$ cat src/hw/rtl/assert_macros.svh
// assertion macros for the rtl files; nrlp_ctrl is the only user
// expects clk and arst_n to be visible where a macro is used
`ifndef ASSERT_MACROS_SVH
`define ASSERT_MACROS_SVH

// clocked property, disabled while reset is asserted
`define NRLP_ASSERT(lbl, prop) \
	lbl: assert property (@(posedge clk) disable iff (!arst_n) prop) \
		else $error("nrlp assertion failed");

// same with a caller supplied message
`define NRLP_ASSERT_MSG(lbl, prop, msg) \
	lbl: assert property (@(posedge clk) disable iff (!arst_n) prop) \
		else $error(msg);

`endif

$ cat src/hw/rtl/nrlp_pkg.sv
// types, constants and helper functions for the note record pixel writer
// no dependencies
package nrlp_pkg;

	typedef enum logic [2:0] {
		REG_ON_HUE          = 3'd0,
		REG_ON_SATURATION   = 3'd1,
		REG_OFF_HUE         = 3'd2,
		REG_OFF_SATURATION  = 3'd3,
		REG_OFF_VALUE       = 3'd4,
		REG_TOP_KEY         = 3'd5,
		REG_POSITION_OFFSET = 3'd6,
		REG_VELOCITY_OFFSET = 3'd7
	} reg_idx_t;

	localparam logic [8:0] RST_ON_HUE          = 9'd240;
	localparam logic [6:0] RST_ON_SATURATION   = 7'd80;
	localparam logic [8:0] RST_OFF_HUE         = 9'd30;
	localparam logic [6:0] RST_OFF_SATURATION  = 7'd89;
	localparam logic [6:0] RST_OFF_VALUE       = 7'd10;
	localparam logic [7:0] RST_TOP_KEY         = 8'd108;
	localparam logic [7:0] RST_POSITION_OFFSET = 8'd8;
	localparam logic [6:0] RST_VELOCITY_OFFSET = 7'd40;

	localparam logic [7:0] KIND_RELEASE = 8'd0;
	localparam logic [7:0] KIND_PRESS   = 8'd1;

	localparam logic [6:0] PCT_FULL = 7'd100;

	// reciprocal constants: 255/100 in q12, 1/100 in q22, 1/60 in q20
	localparam logic [13:0] SCALE_255_Q12 = 14'd10445;
	localparam logic [15:0] RECIP_100_Q22 = 16'd41944;
	localparam logic [14:0] RECIP_60_Q20  = 15'd17477;

	typedef struct packed {
		logic [8:0] on_hue;
		logic [6:0] on_saturation;
		logic [8:0] off_hue;
		logic [6:0] off_saturation;
		logic [6:0] off_value;
		logic [7:0] top_key;
		logic [7:0] position_offset;
		logic [6:0] velocity_offset;
	} cfg_t;

	// controller to datapath
	typedef struct packed {
		logic ld_kind;
		logic ld_key;
		logic ld_vel;
		logic sel;
		logic hi;
		logic lo_mul;
		logic lo_div;
		logic adj_mul;
		logic adj_div;
		logic rgb;
		logic advance;
	} cmd_t;

	// datapath to controller
	typedef struct packed {
		logic drop;
	} sts_t;

	typedef struct packed {
		logic [2:0] sector;
		logic [5:0] frac;
	} hue_split_t;

	function automatic logic [6:0] clamp_pct(input logic [6:0] x);
		clamp_pct = (x > PCT_FULL) ? PCT_FULL : x;
	endfunction

	// hue wrapped once below 360, then split into 60 degree sectors
	function automatic hue_split_t split_hue(input logic [8:0] h);
		logic [8:0] w;
		hue_split_t r;
		w = (h >= 9'd360) ? (h - 9'd360) : h;
		if (w >= 9'd300) begin
			r.sector = 3'd5;
			r.frac   = 6'(w - 9'd300);
		end else if (w >= 9'd240) begin
			r.sector = 3'd4;
			r.frac   = 6'(w - 9'd240);
		end else if (w >= 9'd180) begin
			r.sector = 3'd3;
			r.frac   = 6'(w - 9'd180);
		end else if (w >= 9'd120) begin
			r.sector = 3'd2;
			r.frac   = 6'(w - 9'd120);
		end else if (w >= 9'd60) begin
			r.sector = 3'd1;
			r.frac   = 6'(w - 9'd60);
		end else begin
			r.sector = 3'd0;
			r.frac   = 6'(w);
		end
		split_hue = r;
	endfunction

endpackage

$ cat src/hw/rtl/nrlp_dp.sv
// datapath: record bytes, brightness and position, hsv to rgb with
// reciprocal multiplies, pixel output registers; uses nrlp_pkg
module nrlp_dp #(
	parameter int PIXEL_COUNT = 190
) (
	input  logic          clk,
	input  logic          arst_n,
	input  nrlp_pkg::cfg_t cfg,
	input  nrlp_pkg::cmd_t cmd,
	output nrlp_pkg::sts_t sts,
	input  logic [7:0]    rx_byte,
	output logic [7:0]    pixel_index,
	output logic [7:0]    red,
	output logic [7:0]    green,
	output logic [7:0]    blue
);
	import nrlp_pkg::*;

	localparam logic signed [10:0] CentreMax = 11'(PIXEL_COUNT - 2);

	logic [7:0] kind_q, key_q, vel_q;
	logic [2:0] sector_q;
	logic [5:0] frac_q;
	logic [6:0] sat_q, val_q;
	logic [7:0] hi_q, lo_q, adj_q;
	logic [14:0] lo_prod_q;
	logic [13:0] adj_prod_q;
	logic [7:0] pix_q, red_q, green_q, blue_q;

	logic is_press, is_release;
	logic signed [9:0] vdiff, vdiff_adj, vhalf, bright_raw;
	logic [6:0] bright;
	logic signed [10:0] centre;
	hue_split_t hs;
	logic [6:0] sat_sel, val_sel;
	logic [20:0] hi_full;
	logic [30:0] lo_full;
	logic [28:0] adj_full;
	logic [6:0] sat_inv;
	logic [7:0] span;

	assign is_press   = (kind_q == KIND_PRESS);
	assign is_release = (kind_q == KIND_RELEASE);

	// press brightness, halved with truncation toward zero
	assign vdiff      = $signed({2'b00, vel_q}) - $signed({3'b000, cfg.velocity_offset});
	assign vdiff_adj  = vdiff + $signed({9'd0, vdiff[9]});
	assign vhalf      = vdiff_adj >>> 1;
	assign bright_raw = vhalf + 10'sd10;
	always_comb begin
		if (bright_raw < 10'sd0) begin
			bright = 7'd0;
		end else if (bright_raw > 10'sd100) begin
			bright = PCT_FULL;
		end else begin
			bright = bright_raw[6:0];
		end
	end

	assign centre = (($signed({3'b000, cfg.top_key}) - $signed({3'b000, key_q})) <<< 1)
		+ $signed({3'b000, cfg.position_offset});

	assign sts.drop = !(is_press || is_release) || (centre < 11'sd1) || (centre > CentreMax);

	assign hs      = split_hue(is_press ? cfg.on_hue : cfg.off_hue);
	assign sat_sel = clamp_pct(is_press ? cfg.on_saturation : cfg.off_saturation);
	assign val_sel = is_press ? bright : clamp_pct(cfg.off_value);

	assign hi_full  = {14'd0, val_q} * {7'd0, SCALE_255_Q12};
	assign sat_inv  = PCT_FULL - sat_q;
	assign lo_full  = {16'd0, lo_prod_q} * {15'd0, RECIP_100_Q22};
	assign span     = hi_q - lo_q;
	assign adj_full = {15'd0, adj_prod_q} * {14'd0, RECIP_60_Q20};

	always_ff @(posedge clk or negedge arst_n) begin
		if (!arst_n) begin
			kind_q <= '0;
			key_q  <= '0;
		end else begin
			if (cmd.ld_kind) kind_q <= rx_byte;
			if (cmd.ld_key)  key_q  <= rx_byte;
		end
	end

	always_ff @(posedge clk) begin
		if (cmd.ld_vel) vel_q <= rx_byte;
		if (cmd.sel) begin
			sector_q <= hs.sector;
			frac_q   <= hs.frac;
			sat_q    <= sat_sel;
			val_q    <= val_sel;
			pix_q    <= 8'(centre - 11'sd1);
		end
		if (cmd.hi)      hi_q       <= hi_full[19:12];
		if (cmd.lo_mul)  lo_prod_q  <= {7'd0, hi_q} * {8'd0, sat_inv};
		if (cmd.lo_div)  lo_q       <= lo_full[29:22];
		if (cmd.adj_mul) adj_prod_q <= {6'd0, span} * {8'd0, frac_q};
		if (cmd.adj_div) adj_q      <= adj_full[27:20];
		if (cmd.rgb) begin
			unique case (sector_q)
				3'd0: begin red_q <= hi_q;         green_q <= lo_q + adj_q; blue_q <= lo_q;         end
				3'd1: begin red_q <= hi_q - adj_q; green_q <= hi_q;         blue_q <= lo_q;         end
				3'd2: begin red_q <= lo_q;         green_q <= hi_q;         blue_q <= lo_q + adj_q; end
				3'd3: begin red_q <= lo_q;         green_q <= hi_q - adj_q; blue_q <= hi_q;         end
				3'd4: begin red_q <= lo_q + adj_q; green_q <= lo_q;         blue_q <= hi_q;         end
				default: begin red_q <= hi_q;      green_q <= lo_q;         blue_q <= hi_q - adj_q; end
			endcase
		end
		if (cmd.advance) pix_q <= pix_q + 8'd1;
	end

	assign pixel_index = pix_q;
	assign red         = red_q;
	assign green       = green_q;
	assign blue        = blue_q;

endmodule

$ cat src/hw/rtl/nrlp_ctrl.sv
// controller: byte framing, sequencing of the color calculation, word emission
// uses nrlp_pkg and assert_macros.svh
`include "assert_macros.svh"

module nrlp_ctrl (
	input  logic           clk,
	input  logic           arst_n,
	input  logic           in_valid,
	output logic           in_ready,
	output logic           out_valid,
	input  logic           out_ready,
	output logic           last,
	output nrlp_pkg::cmd_t cmd,
	input  nrlp_pkg::sts_t sts
);
	import nrlp_pkg::*;

	typedef enum logic [3:0] {
		ST_BYTE,
		ST_SEL,
		ST_HI,
		ST_LO_MUL,
		ST_LO_DIV,
		ST_ADJ_MUL,
		ST_ADJ_DIV,
		ST_RGB,
		ST_EMIT
	} state_t;

	state_t     state_q;
	logic [1:0] phase_q;
	logic [1:0] cnt_q;
	logic       in_acc, out_acc;

	assign in_ready  = (state_q == ST_BYTE);
	assign out_valid = (state_q == ST_EMIT);
	assign last      = (cnt_q == 2'd2);
	assign in_acc    = in_valid && in_ready;
	assign out_acc   = out_valid && out_ready;

	always_comb begin
		cmd         = '0;
		cmd.ld_kind = in_acc && (phase_q != 2'd1) && (phase_q != 2'd2);
		cmd.ld_key  = in_acc && (phase_q == 2'd1);
		cmd.ld_vel  = in_acc && (phase_q == 2'd2);
		cmd.sel     = (state_q == ST_SEL);
		cmd.hi      = (state_q == ST_HI);
		cmd.lo_mul  = (state_q == ST_LO_MUL);
		cmd.lo_div  = (state_q == ST_LO_DIV);
		cmd.adj_mul = (state_q == ST_ADJ_MUL);
		cmd.adj_div = (state_q == ST_ADJ_DIV);
		cmd.rgb     = (state_q == ST_RGB);
		cmd.advance = out_acc;
	end

	always_ff @(posedge clk or negedge arst_n) begin
		if (!arst_n) begin
			state_q <= ST_BYTE;
			phase_q <= 2'd0;
			cnt_q   <= 2'd0;
		end else begin
			unique case (state_q)
				ST_BYTE: begin
					if (in_acc) begin
						unique case (phase_q)
							2'd1: phase_q <= 2'd2;
							2'd2: begin
								phase_q <= 2'd0;
								state_q <= ST_SEL;
							end
							default: phase_q <= 2'd1;
						endcase
					end
				end
				ST_SEL:     state_q <= sts.drop ? ST_BYTE : ST_HI;
				ST_HI:      state_q <= ST_LO_MUL;
				ST_LO_MUL:  state_q <= ST_LO_DIV;
				ST_LO_DIV:  state_q <= ST_ADJ_MUL;
				ST_ADJ_MUL: state_q <= ST_ADJ_DIV;
				ST_ADJ_DIV: state_q <= ST_RGB;
				ST_RGB: begin
					state_q <= ST_EMIT;
					cnt_q   <= 2'd0;
				end
				ST_EMIT: begin
					if (out_acc) begin
						if (last) begin
							state_q <= ST_BYTE;
							cnt_q   <= 2'd0;
						end else begin
							cnt_q <= cnt_q + 2'd1;
						end
					end
				end
				default: state_q <= ST_BYTE;
			endcase
		end
	end

	`NRLP_ASSERT(a_no_overlap, out_valid |-> !in_ready)
	`NRLP_ASSERT_MSG(a_third_byte_busy, (in_acc && phase_q == 2'd2) |=> !in_ready, "record not started")
	`NRLP_ASSERT_MSG(a_run_continues, (out_acc && !last) |=> out_valid, "pixel run cut short")
	`NRLP_ASSERT_MSG(a_run_ends, (out_acc && last) |=> (in_ready && !out_valid), "pixel run overran")

endmodule

$ cat src/hw/rtl/note_record_to_led_pixels_core.sv
// sequence: after the third byte of a record the controller runs seven color steps
// (sel, hi, lo_mul, lo_div, adj_mul, adj_div, rgb), then emits three pixel words at one
// per cycle while out_ready is high; a dropped record returns to byte framing.
// New bytes wait for the run to end; one multiply per cycle through hi, lo, adj.
// reset: arst_n asynchronous low, restores register defaults and byte framing
module note_record_to_led_pixels_core #(
	parameter int PIXEL_COUNT = 190
) (
	input  logic       clk,
	input  logic       arst_n,
	// byte input channel
	input  logic       in_valid,
	output logic       in_ready,
	input  logic [7:0] rx_byte,
	// pixel write channel
	output logic       out_valid,
	input  logic       out_ready,
	output logic [7:0] pixel_index,
	output logic [7:0] red,
	output logic [7:0] green,
	output logic [7:0] blue,
	output logic       last_of_run,
	// configuration write port
	input  logic       cfg_we,
	input  logic [2:0] cfg_index,
	input  logic [8:0] cfg_data
);
	import nrlp_pkg::*;

	cfg_t cfg_q;
	cmd_t cmd;
	sts_t sts;

	// configuration registers, narrowed to each register's width
	always_ff @(posedge clk or negedge arst_n) begin
		if (!arst_n) begin
			cfg_q.on_hue          <= RST_ON_HUE;
			cfg_q.on_saturation   <= RST_ON_SATURATION;
			cfg_q.off_hue         <= RST_OFF_HUE;
			cfg_q.off_saturation  <= RST_OFF_SATURATION;
			cfg_q.off_value       <= RST_OFF_VALUE;
			cfg_q.top_key         <= RST_TOP_KEY;
			cfg_q.position_offset <= RST_POSITION_OFFSET;
			cfg_q.velocity_offset <= RST_VELOCITY_OFFSET;
		end else if (cfg_we) begin
			unique case (reg_idx_t'(cfg_index))
				REG_ON_HUE:          cfg_q.on_hue          <= cfg_data;
				REG_ON_SATURATION:   cfg_q.on_saturation   <= cfg_data[6:0];
				REG_OFF_HUE:         cfg_q.off_hue         <= cfg_data;
				REG_OFF_SATURATION:  cfg_q.off_saturation  <= cfg_data[6:0];
				REG_OFF_VALUE:       cfg_q.off_value       <= cfg_data[6:0];
				REG_TOP_KEY:         cfg_q.top_key         <= cfg_data[7:0];
				REG_POSITION_OFFSET: cfg_q.position_offset <= cfg_data[7:0];
				REG_VELOCITY_OFFSET: cfg_q.velocity_offset <= cfg_data[6:0];
				default: ;
			endcase
		end
	end

	// sequencer: framing of kind, key, velocity bytes and the color steps
	nrlp_ctrl u_ctrl (
		.clk       (clk),
		.arst_n    (arst_n),
		.in_valid  (in_valid),
		.in_ready  (in_ready),
		.out_valid (out_valid),
		.out_ready (out_ready),
		.last      (last_of_run),
		.cmd       (cmd),
		.sts       (sts)
	);

	// arithmetic and output word registers
	nrlp_dp #(
		.PIXEL_COUNT (PIXEL_COUNT)
	) u_dp (
		.clk         (clk),
		.arst_n      (arst_n),
		.cfg         (cfg_q),
		.cmd         (cmd),
		.sts         (sts),
		.rx_byte     (rx_byte),
		.pixel_index (pixel_index),
		.red         (red),
		.green       (green),
		.blue        (blue)
	);

endmodule
$ cat config.mk
export PLATFORM = sky130hd
export DESIGN_NAME = note_record_to_led_pixels_core
export DESIGN_NICKNAME = d
export VERILOG_FILES = /design/src/hw/rtl/nrlp_pkg.sv /design/src/hw/rtl/nrlp_dp.sv /design/src/hw/rtl/nrlp_ctrl.sv /design/src/hw/rtl/note_record_to_led_pixels_core.sv
export VERILOG_INCLUDE_DIRS = /design/src /design/src/hw/rtl
export SDC_FILE = /design/constraint.sdc
export NUM_CORES = 1
export LEC_CHECK = 0
export ABC_CLOCK_PERIOD_IN_PS = 12900
export BUFFER_PORTS_ARGS = -buffer_cell sky130_fd_sc_hd__buf_2
export CORE_MARGIN = 5
export CORE_UTILIZATION = 47
export CTS_CLUSTER_SIZE = 20
export DETAILED_ROUTE_END_ITERATION = 10
export GPL_TIMING_DRIVEN = 0
export SLEW_MARGIN = 20
export SYNTH_ARGS = -nofsm -noshare
export SYNTH_HDL_FRONTEND = slang
export SYNTH_SLANG_ARGS = --single-unit
$ cat constraint.sdc
create_clock -name clk -period 12.9 [get_ports clk]
set_clock_uncertainty 0.1 [all_clocks]
set_input_delay 1.29 -clock clk [delete_from_list [all_inputs] [get_ports clk]]
set_output_delay 1.29 -clock clk [all_outputs]
set_load 0.02 [all_outputs]
Yosys cells after proc, flatten, opt, wreduce, memory -nomap -nowiden
Index checks and enable logic that the tools add are counted.
{"block": "op_classes", "add_sub_neg": 18, "n_mul": 5, "order_cmp": 12, "n_eq_ne": 29, "mux": 27, "n_reduce_logical": 32}
{"op": "$pmux W8 S3", "n": 3}
{"op": "$mux W7", "n": 7}
{"op": "$mux W9", "n": 4}
{"op": "$pmux W4 S9", "n": 1}
{"op": "$sub A6 B6 Y6 const B", "n": 5}
{"op": "$mul A14 B15 Y28 const B", "n": 1}
{"op": "$mul A15 B13 Y27 const B", "n": 1}
{"op": "$mul A7 B14 Y20 const B", "n": 1}
{"op": "$reduce_and A2 Y1", "n": 10}
{"op": "$ge A9 B8 Y1 const B", "n": 2}
{"op": "$ge A9 B9 Y1 const B", "n": 2}
{"op": "$eq A4 B3 Y1 const B", "n": 4}
{"op": "$mux W4", "n": 4}
{"op": "$mux W8", "n": 2}
{"op": "$sub A8 B8 Y8", "n": 2}
{"op": "$eq A3 B3 Y1 const B", "n": 5}
{"op": "$mul A8 B7 Y15", "n": 1}
{"op": "$gt A7 B7 Y1 const B", "n": 2}
{"op": "$mul A8 B6 Y14", "n": 1}
{"op": "$eq A3 B2 Y1 const B", "n": 4}
{"op": "$add A10 B9 Y11", "n": 1}
{"op": "$gt A11 B9 Y1 const B", "n": 1}
{"op": "$lt A11 B2 Y1 const B", "n": 1}
{"op": "$add A9 B2 Y10", "n": 1}
{"op": "34 further kinds", "n": 57}
{"block": "totals", "regBits": 202, "in_bits": 25, "output_inout_bits": 35, "word_cells": 151}

Depth between registers and ports, before layout
{"block": "depth", "ltp_word": 10, "ltp_mapped": 27, "mapped_depth_nobuf": 26}

Cells and area by module
A second synthesis with hierarchy kept.
{"block": "hier_totals", "hier_cells": 2071, "hier_area_um2": 21236.6}
{"mod": "nrlp_dp", "n_inst": 1, "cells_each": 1882, "area_per_inst_um2": 18325.1, "seq_area_each_um2": 3883.7}
{"mod": "note_record_to_led_pixels_core", "n_inst": 1, "cells_each": 139, "area_per_inst_um2": 2408.6, "seq_area_each_um2": 1580.3}
{"mod": "nrlp_ctrl", "n_inst": 1, "cells_each": 50, "area_per_inst_um2": 503.0, "seq_area_each_um2": 200.2}

Worst setup path after synthesis
No wires, ideal clock.
{"block": "synth_timing", "path_kind": "register to register", "startpoint": "register u_dp.sat_q[0]", "endpoint": "register u_dp.lo_prod_q[14], data pin", "setup_time_ps": 260, "arrival_time_ps": 5258, "t_required_ps": 12540, "path_slack_ps": 7283, "stages_incl_launch_ff": 26, "n_path_buf": 0, "period_less_slack_ps": 5617, "cell_sequence": "edfxtp_1 inv_1 ha_1 inv_1 a21oi_1 nand2b_1 nand2_1 xor2_1 nand2_1 fa_1 fa_1 inv_1 fa_1 inv_1 fa_1 inv_1 ha_1 inv_1 o21bai_1 a21oi_1 nor2b_1 o21a_1 nor3_1 nor2_1 o41a_1 xnor2_1"}
{"block": "synth_via", "elab_chain_len": 2}
{"element": "from (decl)", "line": "nrlp_dp.sv:24", "source": "logic [6:0] sat_q, val_q;"}
{"element": "from (signal assigned)", "line": "nrlp_dp.sv:90", "source": "sat_q <= sat_sel;"}
{"element": "$sub A7 B7 Y7", "line": "nrlp_dp.sv:70", "source": "assign sat_inv = PCT_FULL - sat_q;"}
{"element": "$mul A8 B7 Y15", "line": "nrlp_dp.sv:95", "source": "if (cmd.lo_mul) lo_prod_q <= {7'd0, hi_q} * {8'd0, sat_inv};"}
{"element": "to (signal assigned)", "line": "nrlp_dp.sv:95"}
{"element": "to (decl)", "line": "nrlp_dp.sv:26", "source": "logic [14:0] lo_prod_q;"}
Every way passes these cells.
A chain may end at the register's enable or synchronous reset.

Worst setup path after layout
Same ends and word-level chain as after synthesis.

==> summary.md <==
| Metric | Value |
|---|---|
| CTS clk-pin slew, worst paths | `0.06 ns` |
| Post-synth EDFFs | `116` |
| Top FF cell, synth | `edfxtp_1` |
| Setup CP Type | `reg2reg` |
| Initial Util | `47.6%` |
| Footprint of the multi-input gates | `about 14000 um^2` |
| Syn Std Cell Area | `21100 um^2` |
| Die Y | `222 um` |
| Fin crit share | `between 40% and 50%` |
| Ratio of cells with drive above 1 in the final layout | `12.1%` |
| Synth top cells by count | `ha_1 (351), inv_1 (349), fa_1 (158)` |
| Initial DRT Pass Iterations | `5` |
| CP Max Fanout | `8` |
| Most flop-heavy register | `cfg_q` |
| Post-synthesis sequential area ratio | `a little over a quarter` |
| Setup crit end kind | `flop` |
| Post-synthesis cell count | `between 2000 and 2500` |
| DRT iter0 DRCs | `733` |
| Via Count | `14512` |
| Largest net degree at the start of global routing | `50` |
| CP required | `roughly 13 ns` |
| Hpwl dp | `between 30000 and 40000 um` |
| Top Ports | `60` |
| Max Clock Freq | `159 MHz` |
| Placed Cells | `2698` |
| N_diodes | `0` |
| First-pass GRT wire length | `75600 um` |
| CTS sink count | `202` |
| DRT Wirelength | `~45000 um` |
| YS warnings | `0` |
| Root Buffer | `clkbuf_16` |
| Vias in the first global route | `14994` |
| Unrepaired setup endpoints after global routing | `false` |
| Slew headroom | `31.8%` |
| Setup_tns | `0 ns` |
| Max Slew Vio Count | `0` |
| Placer Congestion | `0.880` |
| Die area | `49200 um^2` |
| Final Hold Vio Count | `0` |
| CTS tree | `yes` |
| Fin crit period | `6.30 ns` |
| Syn nets | `between 2000 and 3000` |
| Port-buffer cells | `55` |
| GRT overflow | `0` |
| Final setup viols | `0` |
| Core Region | `44300 um^2` |
| Largest cells by area after synthesis | `ha_1 (21%), edfxtp_1 (17%), fa_1 (15%)` |
| WL per Instance | `16.4 um` |
| Cell Count, Final, Fillers Out | `around 2700` |
| Die W | `222 um` |
| Worst Tran Pin Value | `1.01 ns` |
| Max FFs per register | `62` |
| GRT Resource Usage Total | `a little under a fifth` |
| Post-synth cell types | `88` |
| Post-CTS sizing | `0` |
| Asr flop ratio synth | `42.6%` |
| Std cell rows | `77` |
| Cell taking the most area after synthesis | `ha_1` |
| CTS Buf Count | `25` |
| Initial antenna violation count | `0` |
| Hold_buf cts | `0` |
| Bufs on Longest Clock Path | `3` |
| Mean post-synth cell area | `10.3 um^2` |
| Max_cap viols | `0` |
| Nets | `2667` |
| Post-route ant nets | `0` |
| Clock latency on the worst-skew pair | `around 0.55 ns` |
| Worst setup SP type | `flop` |
| Hold WC Path Type | `reg2reg` |
| Top cell type's share of synthesized area | `20.8%` |
| Status | `finished, final reports clean` |
| Register Area | `5660 um^2` |
| Most frequent cell after synthesis | `ha_1` |
| DRC violations left | `0` |
| Seq cells post-synth | `202` |
| # fillers | `3996` |
| Worst EP arrival | `6.49 ns` |
| Via density | `5.29` |
| Area growth syn-to-layout | `9.77%` |
| Htree depth | `1` |
| Setup repair bufs after CTS | `0` |
| Top Registers | `cfg_q (62), u_dp.lo_prod_q (15), u_dp.adj_prod_q (14)` |
-- worst max-delay path: stages (launching register included) --
cell      delay, ns
edfxtp_1       0.52
inv_1          0.17
ha_1           0.20
inv_1          0.04
a21oi_1        0.22
nand2b_1       0.09
nand2_1        0.08
xor2_1         0.54
nand2_1        0.18
fa_1           0.53
fa_1           0.54
inv_1          0.05
fa_1           0.52
inv_1          0.05
fa_1           0.52
inv_1          0.04
ha_1           0.33
inv_1          0.07
o21bai_1       0.07
a21oi_1        0.22
nor2b_1        0.07
o21a_1         0.18
nor3_1         0.14
nor2_1         0.09
o41a_1         0.34
xnor2_1        0.14
-- placed cells by master (no fill, tap or decap), types with 63 or more instances in the layout --
cell	n
nand2_1	100
fa_1	158
mux2_2	84
edfxtp_1	116
nor2_1	86
dfrtp_1	63
xnor2_1	87
o21ai_0	73
a21oi_1	83
inv_1	349
ha_1	351
-- through the flow --
stage / cell area (um^2) / setup slack, ns / util, % / hold WS (ns)
floorplan: 21100 / 7.28 / - / 0.371
global placement: 22100 / 6.67 / 49.9 / 0.386
detailed placement: 22200 / 6.58 / 50.2 / 0.394
CTS: 23100 / 6.52 / 52.2 / 0.410
global route: 23100 / 6.16 / 52.2 / 0.421
finish: 23100 / 6.60 / 52.2 / 0.411
-- worst paths after layout --
check,start,endpoint,slack [ns],cells past startpoint
max,u_dp.sat_q[0]$_SDFFCE_PN0P_,u_dp.lo_prod_q[14]$_DFFE_PP_,6.60,25
min in group asynchronous,arst_n,cfg_q[0]$_DFFE_PN0P_,0.64,1
min reg2reg,cfg_q[1]$_DFFE_PN0P_,cfg_q[1]$_DFFE_PN0P_,0.41,1
max in group asynchronous,arst_n,cfg_q[60]$_DFFE_PN1P_,11.35,2
max reg2reg,u_dp.sat_q[0]$_SDFFCE_PN0P_,u_dp.lo_prod_q[14]$_DFFE_PP_,6.60,25
min,cfg_q[1]$_DFFE_PN0P_,cfg_q[1]$_DFFE_PN0P_,0.41,1
-- cell type report --
| class | count | area share (%) |
|---|---|---|
| inverters | 351 | 5.69 |
| well taps | 592 | 3.20 |
| plain buffers | 32 | 0.551 |
| clock buffers | 30 | 2.92 |
| repair buffers | 61 | 1.55 |
| multi-input cells | 1460 | 60.6 |
| flip-flops and latches | 202 | 24.5 |
| clock inverters | 16 | 1.03 |
-- cell families (layout without fill, tap and decap cells) --
family	Yosys count	in the layout	synth area share (%)
simple gates	429	429	10.7
xor+xnor	117	117	4.95
mux	98	98	5.23
flops	202	202	26.9
compound gates	307	307	9.63
buf+inv	383	490	6.85
fa+ha+maj	509	509	35.8
-- layer usage --
layer	vias up	global-route usage, %	share of wire, %
li1	7137	-	-
met1	7035	24.4	44
met2	288	32.1	49
met3	52	2.89	5.0
met4	0	3.90	2.1
met5	-	0	0
Power is left out: the tool's default activity adds up to more than one toggle a clock period on the data nets, which glitch-free logic cannot reach.
